<file path="config.mk">
export PLATFORM = sky130hd
export DESIGN_NAME = lpmr_ctrl
export DESIGN_NICKNAME = d
export VERILOG_FILES = /design/src/rtl/lpmr_pkg.sv /design/src/rtl/lpmr_ctrl.sv
export SDC_FILE = /design/constraint.sdc
export NUM_CORES = 1
export LEC_CHECK = 0
export ABC_CLOCK_PERIOD_IN_PS = 1600
export CAP_MARGIN = 20
export CORE_MARGIN = 2
export CORE_UTILIZATION = 54
export DETAILED_ROUTE_END_ITERATION = 10
export DONT_BUFFER_PORTS = 1
export PLACE_DENSITY = 0.72
export SYNTH_ARGS = -nofsm -noshare
export SYNTH_HDL_FRONTEND = slang
export SYNTH_SLANG_ARGS = --single-unit
export TNS_END_PERCENT = 10
</file>
<file path="constraint.sdc">
create_clock -name clk -period 1.6 [get_ports clk]
set_input_delay 0.16 -clock clk [delete_from_list [all_inputs] [get_ports clk]]
set_output_delay 0.16 -clock clk [all_outputs]
set_load 0.02 [all_outputs]
</file>
<file path="src/rtl/lpmr_pkg.sv">
// Shared types and constants of the length-prefixed message ring.
`timescale 1ns / 1ps
package lpmr_pkg;

  // Request modes.
  localparam logic [2:0] MODE_SEND_START = 3'd0;
  localparam logic [2:0] MODE_SEND_BYTE  = 3'd1;
  localparam logic [2:0] MODE_GET        = 3'd2;
  localparam logic [2:0] MODE_PEEK       = 3'd3;
  localparam logic [2:0] MODE_READ_BYTE  = 3'd4;
  localparam logic [2:0] MODE_DELETE     = 3'd5;

  // Result status codes.
  localparam logic [2:0] STAT_OK      = 3'd0;
  localparam logic [2:0] STAT_MISUSE  = 3'd1;
  localparam logic [2:0] STAT_NOSPACE = 3'd2;
  localparam logic [2:0] STAT_NOMSG   = 3'd3;
  localparam logic [2:0] STAT_CORRUPT = 3'd4;

  // Bytes in a message header.
  localparam int HDR_BYTES = 4;

  typedef struct packed {
    logic [2:0]  mode;
    logic [11:0] msg_length;
    logic [7:0]  data_byte;
  } req_t;

  typedef struct packed {
    logic [2:0]  status;
    logic [7:0]  read_byte;
    logic [11:0] head_length;
    logic        last;
    logic [11:0] fill_level;
  } rsp_t;

  // Commands from the controller to the datapath.
  typedef struct packed {
    logic       capture;
    logic       hdr_wr;
    logic       wr_byte;
    logic       hdr_rd;
    logic       hdr_shift;
    logic       rd_issue;
    logic       rd_pop;
    logic       flush;
    logic       head_skip;
    logic       rd_open;
    logic       respond;
    logic [2:0] status;
    logic       with_hlen;
    logic       with_byte;
  } cmd_t;

  // Status from the datapath to the controller.
  typedef struct packed {
    logic [2:0] mode;
    logic       wr_open;
    logic       rd_open;
    logic       len_zero;
    logic       space_ok;
    logic       fill_zero;
    logic       fill_small;
    logic       hdr_bad;
    logic       hdr_zero;
    logic       idx_zero;
    logic       idx_last;
  } stat_t;

endpackage

</file>
<file path="src/rtl/lpmr_ctrl.sv">
// Controller state machine of the message ring.
`timescale 1ns / 1ps
module lpmr_ctrl
  import lpmr_pkg::*;
(
  input  logic  clk,
  input  logic  rst,
  input  logic  start,
  input  stat_t stat,
  output logic  busy,
  output cmd_t  cmd
);

  typedef enum logic [2:0] {
    S_IDLE,
    S_DISPATCH,
    S_HDR_WR,
    S_HDR_RD,
    S_HDR_LAST,
    S_HDR_CHK,
    S_RD_WAIT,
    S_RESP
  } state_t;

  state_t     state, state_next;
  logic [2:0] code, code_next;
  logic       hlen_flag, hlen_flag_next;
  logic       byte_flag, byte_flag_next;

  assign busy = (state != S_IDLE);

  always_comb begin
    state_next     = state;
    code_next      = code;
    hlen_flag_next = hlen_flag;
    byte_flag_next = byte_flag;
    cmd            = '0;
    unique case (state)
      S_IDLE: begin
        if (start) begin
          cmd.capture = 1'b1;
          state_next  = S_DISPATCH;
        end
      end
      S_DISPATCH: begin
        hlen_flag_next = 1'b0;
        byte_flag_next = 1'b0;
        state_next     = S_RESP;
        code_next      = STAT_MISUSE;
        unique case (stat.mode) inside
          MODE_SEND_START: begin
            if (stat.wr_open || stat.len_zero) begin
              code_next = STAT_MISUSE;
            end else if (!stat.space_ok) begin
              code_next = STAT_NOSPACE;
            end else begin
              state_next = S_HDR_WR;
            end
          end
          MODE_SEND_BYTE: begin
            if (stat.wr_open) begin
              cmd.wr_byte = 1'b1;
              code_next   = STAT_OK;
            end
          end
          MODE_GET, MODE_PEEK, MODE_DELETE: begin
            if (stat.rd_open) begin
              code_next = STAT_MISUSE;
            end else if (stat.fill_zero) begin
              code_next = STAT_NOMSG;
            end else if (stat.fill_small) begin
              code_next = STAT_CORRUPT;
              cmd.flush = (stat.mode != MODE_PEEK);
            end else begin
              state_next = S_HDR_RD;
            end
          end
          MODE_READ_BYTE: begin
            if (stat.rd_open) begin
              cmd.rd_issue = 1'b1;
              state_next   = S_RD_WAIT;
            end
          end
          default: begin
            code_next = STAT_MISUSE;
          end
        endcase
      end
      S_HDR_WR: begin
        cmd.hdr_wr = 1'b1;
        if (stat.idx_last) begin
          code_next  = STAT_OK;
          state_next = S_RESP;
        end
      end
      S_HDR_RD: begin
        cmd.hdr_rd    = 1'b1;
        cmd.hdr_shift = !stat.idx_zero;
        if (stat.idx_last) begin
          state_next = S_HDR_LAST;
        end
      end
      S_HDR_LAST: begin
        cmd.hdr_shift = 1'b1;
        state_next    = S_HDR_CHK;
      end
      S_HDR_CHK: begin
        state_next = S_RESP;
        if (stat.hdr_bad) begin
          code_next = STAT_CORRUPT;
          cmd.flush = (stat.mode != MODE_PEEK);
        end else begin
          code_next      = STAT_OK;
          hlen_flag_next = 1'b1;
          if ((stat.mode == MODE_DELETE) || ((stat.mode == MODE_GET) && stat.hdr_zero)) begin
            cmd.head_skip = 1'b1;
          end else if (!stat.hdr_zero) begin
            cmd.rd_open = 1'b1;
          end
        end
      end
      S_RD_WAIT: begin
        cmd.rd_pop     = 1'b1;
        code_next      = STAT_OK;
        byte_flag_next = 1'b1;
        state_next     = S_RESP;
      end
      S_RESP: begin
        cmd.respond   = 1'b1;
        cmd.status    = code;
        cmd.with_hlen = hlen_flag;
        cmd.with_byte = byte_flag;
        state_next    = S_IDLE;
      end
      default: begin
        state_next = S_IDLE;
      end
    endcase
  end

  always_ff @(posedge clk) begin
    if (rst) begin
      state     <= S_IDLE;
      code      <= STAT_OK;
      hlen_flag <= 1'b0;
      byte_flag <= 1'b0;
    end else begin
      state     <= state_next;
      code      <= code_next;
      hlen_flag <= hlen_flag_next;
      byte_flag <= byte_flag_next;
    end
  end

endmodule

</file>
==> flow_summary.ini <==
[power_and_ir_drop]
p_leak_uw = 0.0004334
p_per_area_nw_per_um2 = 1729
finalPower_uw = 1805
max-vdd-ir-drop_uv = 873.5

[drt]
wl_met2_um = 1121
met1_length_um = 885
first_pass_iters = 4
drc_errors = 0
via_per_inst = 6.465
antenna_left = 0
dr_wl_met3_um = 98
highest_layer = met4
vias = 821
wirelength_um = 2136
wl_per_cell_um = 16.82
drtIter0Drc = 16

[global_routing]
track_usage_pct = 25.51
first_global_vias = 662
grt_start_max_net_pins = 15
antenna_found_initial = 0
grt-ovfl-total = 0
grt_pass1_wl_um = 2808

[clock_network]
clock_path_buffers = 2
root_buffer = clkbuf_4
path_clk_slew_ps = 60
insertion_delay_ps = 260
clkSinkCount = 8
htreeDepth = 1
cts_tree = yes
numCtsBuffers = 3

[logic_synthesis]
syn_nets = 112
syn_inst = 92
ys.warnings.count = 0
yosys-top-cells-area = dfxtp_1, ha_1, nor2_1
syn_area_per_cell_um2 = 7.942
yosysTopAreaCell = dfxtp_1
synth_area_um2 = 730.7
synthDominantCellAreaShare_pct = 21.92
ys_types = 39
synth-seq-area-share_pct = 21.92
synth_seq_cells = 8

[timing]
rsz0062_at_grt = true
period_needed_ps = 1628
max_freq_mhz = 614.4
skew_ps = 2.353
slew_violations = 0
tightest_slew_ps = 519.5
finalHoldViolCount = 0
layout_setup_ws_ps = -27.60
setup_viol = 6
slew_headroom_pct = 64.47
finalCritPeriodShare_pct = 101.7

[setup_path]
worstPathArrival_ps = 1470
critPathKind = reg2out
worst_setup_path_start_kind = flop
cp-end-kind = primary output
worst_ep_required_time_ps = 1440
worstPathMaxFanout = 6

[cells_and_area]
fin_area_um2 = 1044
nets = 134
final_cell_mix = buf_4, nor2_1, inv_1
drive_gt1_share_pct = 44.64
fill_cells = 80
antennaDiodeCount = 0
syn2layout_area_growth_pct = 42.81
layout_commonest_cell = buf_4

[placed_design]
gp_congestion = 0.7667
pre_cts_slack_ps = -66.24
place_area_um2 = 855.8
dp_hpwl_um = 1446
port_buffers = 0

[floorplan]
initial_core_util_pct = 56.86
fp.coreArea_um2 = 1285
die_area_um2 = 1663
io_pins = 33
fp.dieH_um = 40.79
die_w_um = 40.79
rows = 13

[job]
max-cap-violations = 0

[status]
outcome = finished, violations left
violations = negative setup slack

[hold_path]
hold_class = in2reg
[power breakdown]
| group | total, uW | leakage, uW | switching, uW | internal, uW |
|---|---|---|---|---|
| sequential | 363 | 0.0000675 | 84.0 | 279 |
| combinational | 1280 | 0.000352 | 678 | 601 |
| clock | 163 | 0.0000138 | 76.9 | 86.4 |
[final timing paths]
kind	from	to	slack (ps)	cells after the start
max	state[0]	cmd[12]	-30	4
min	rst	code[0]	90	2
max reg2reg	state[1]	state[0]	-10	8
min reg2reg	code[0]	code[0]	460	1
[worst max-delay path: stages (launching register included)]
cell and delay (ps):
dfxtp_4 380, ha_2 240, buf_4 150, nor2b_1 240
buf_4 190
[cell usage after synthesis]
library cell,n
a22o_1,2
dfxtp_1,8
and2_1,1
ha_1,4
a31oi_1,2
inv_1,9
nand3b_4,1
a311oi_2,1
nand4_1,1
o21bai_1,1
nand2b_4,1
nand2_1,2
clkbuf_1,2
and3b_2,1
buf_4,1
mux2i_1,1
a21oi_1,4
nand2b_1,3
nand3_1,2
o21ai_1,1
o32a_1,1
a221oi_2,2
a211oi_1,2
nor4_1,2
nor3_1,2
o2bb2ai_1,2
buf_2,1
a2111oi_0,1
nor4_2,1
nor2b_1,3
or2_1,1
a311oi_1,1
and3_1,6
nor3b_1,2
o31a_1,1
nor2_1,12
mux2_2,1
a221oi_1,1
o21ai_0,2
[area by class of cell]
| class | count | area (um2) | share of cell area [%] |
|---|---|---|---|
| sequential | 8 | 171.4 | 16.43 |
| tap | 15 | 18.77 | 1.799 |
| timing repair buffer | 21 | 173.9 | 16.67 |
| multi-input combinational | 71 | 618.1 | 59.23 |
| inverter | 9 | 38.79 | 3.717 |
| clock buffer | 3 | 22.52 | 2.158 |
[cells by family after synthesis]
family	Yosys count	share of synthesized area, %
AO/OA/AOI/OAI	24	26.71
multiplexers	2	2.911
flip-flops	8	21.92
buffers and inverters	13	7.363
AND/OR/NAND/NOR	41	34.25
adder cells (fa/ha/maj)	4	6.850
[per-layer routing]
metal	vias up	global-route usage [%]
met1	404	31.37
met4	0	12.50
met3	3	2.174
li1	383	-
met5	-	0
met2	31	43.75
[flip-flops by register name (all words and copies together), names as in the netlist]
| name | cells |
|---|---|
| code | 3 |
| state | 3 |
| byte_flag | 1 |
| hlen_flag | 1 |
[per-stage QoR]
stage,setup TNS (ps),hold WS [ps],util [%],instances
floorplan,-14.12,372.3,-,92
global placement,0,229.5,66.60,119
detailed placement,-66.24,229.5,66.60,119
CTS,-21.01,-48.17,76.63,125
global route,-550.8,99.60,81.21,127
finish,-85.87,85.67,81.21,127
[timing repair]
item / CTS / global route
setup buffers: 2 / 1
endpoints found under the setup margin: 8 / 13
pin swaps: 1 / 1
hold endpoints to repair: 6 / 5
cloned: 0 / 0
resized for setup: 24 / 9
hold buffers: 1 / 1
No activity file was read; power rests on OpenSTA's default activity.
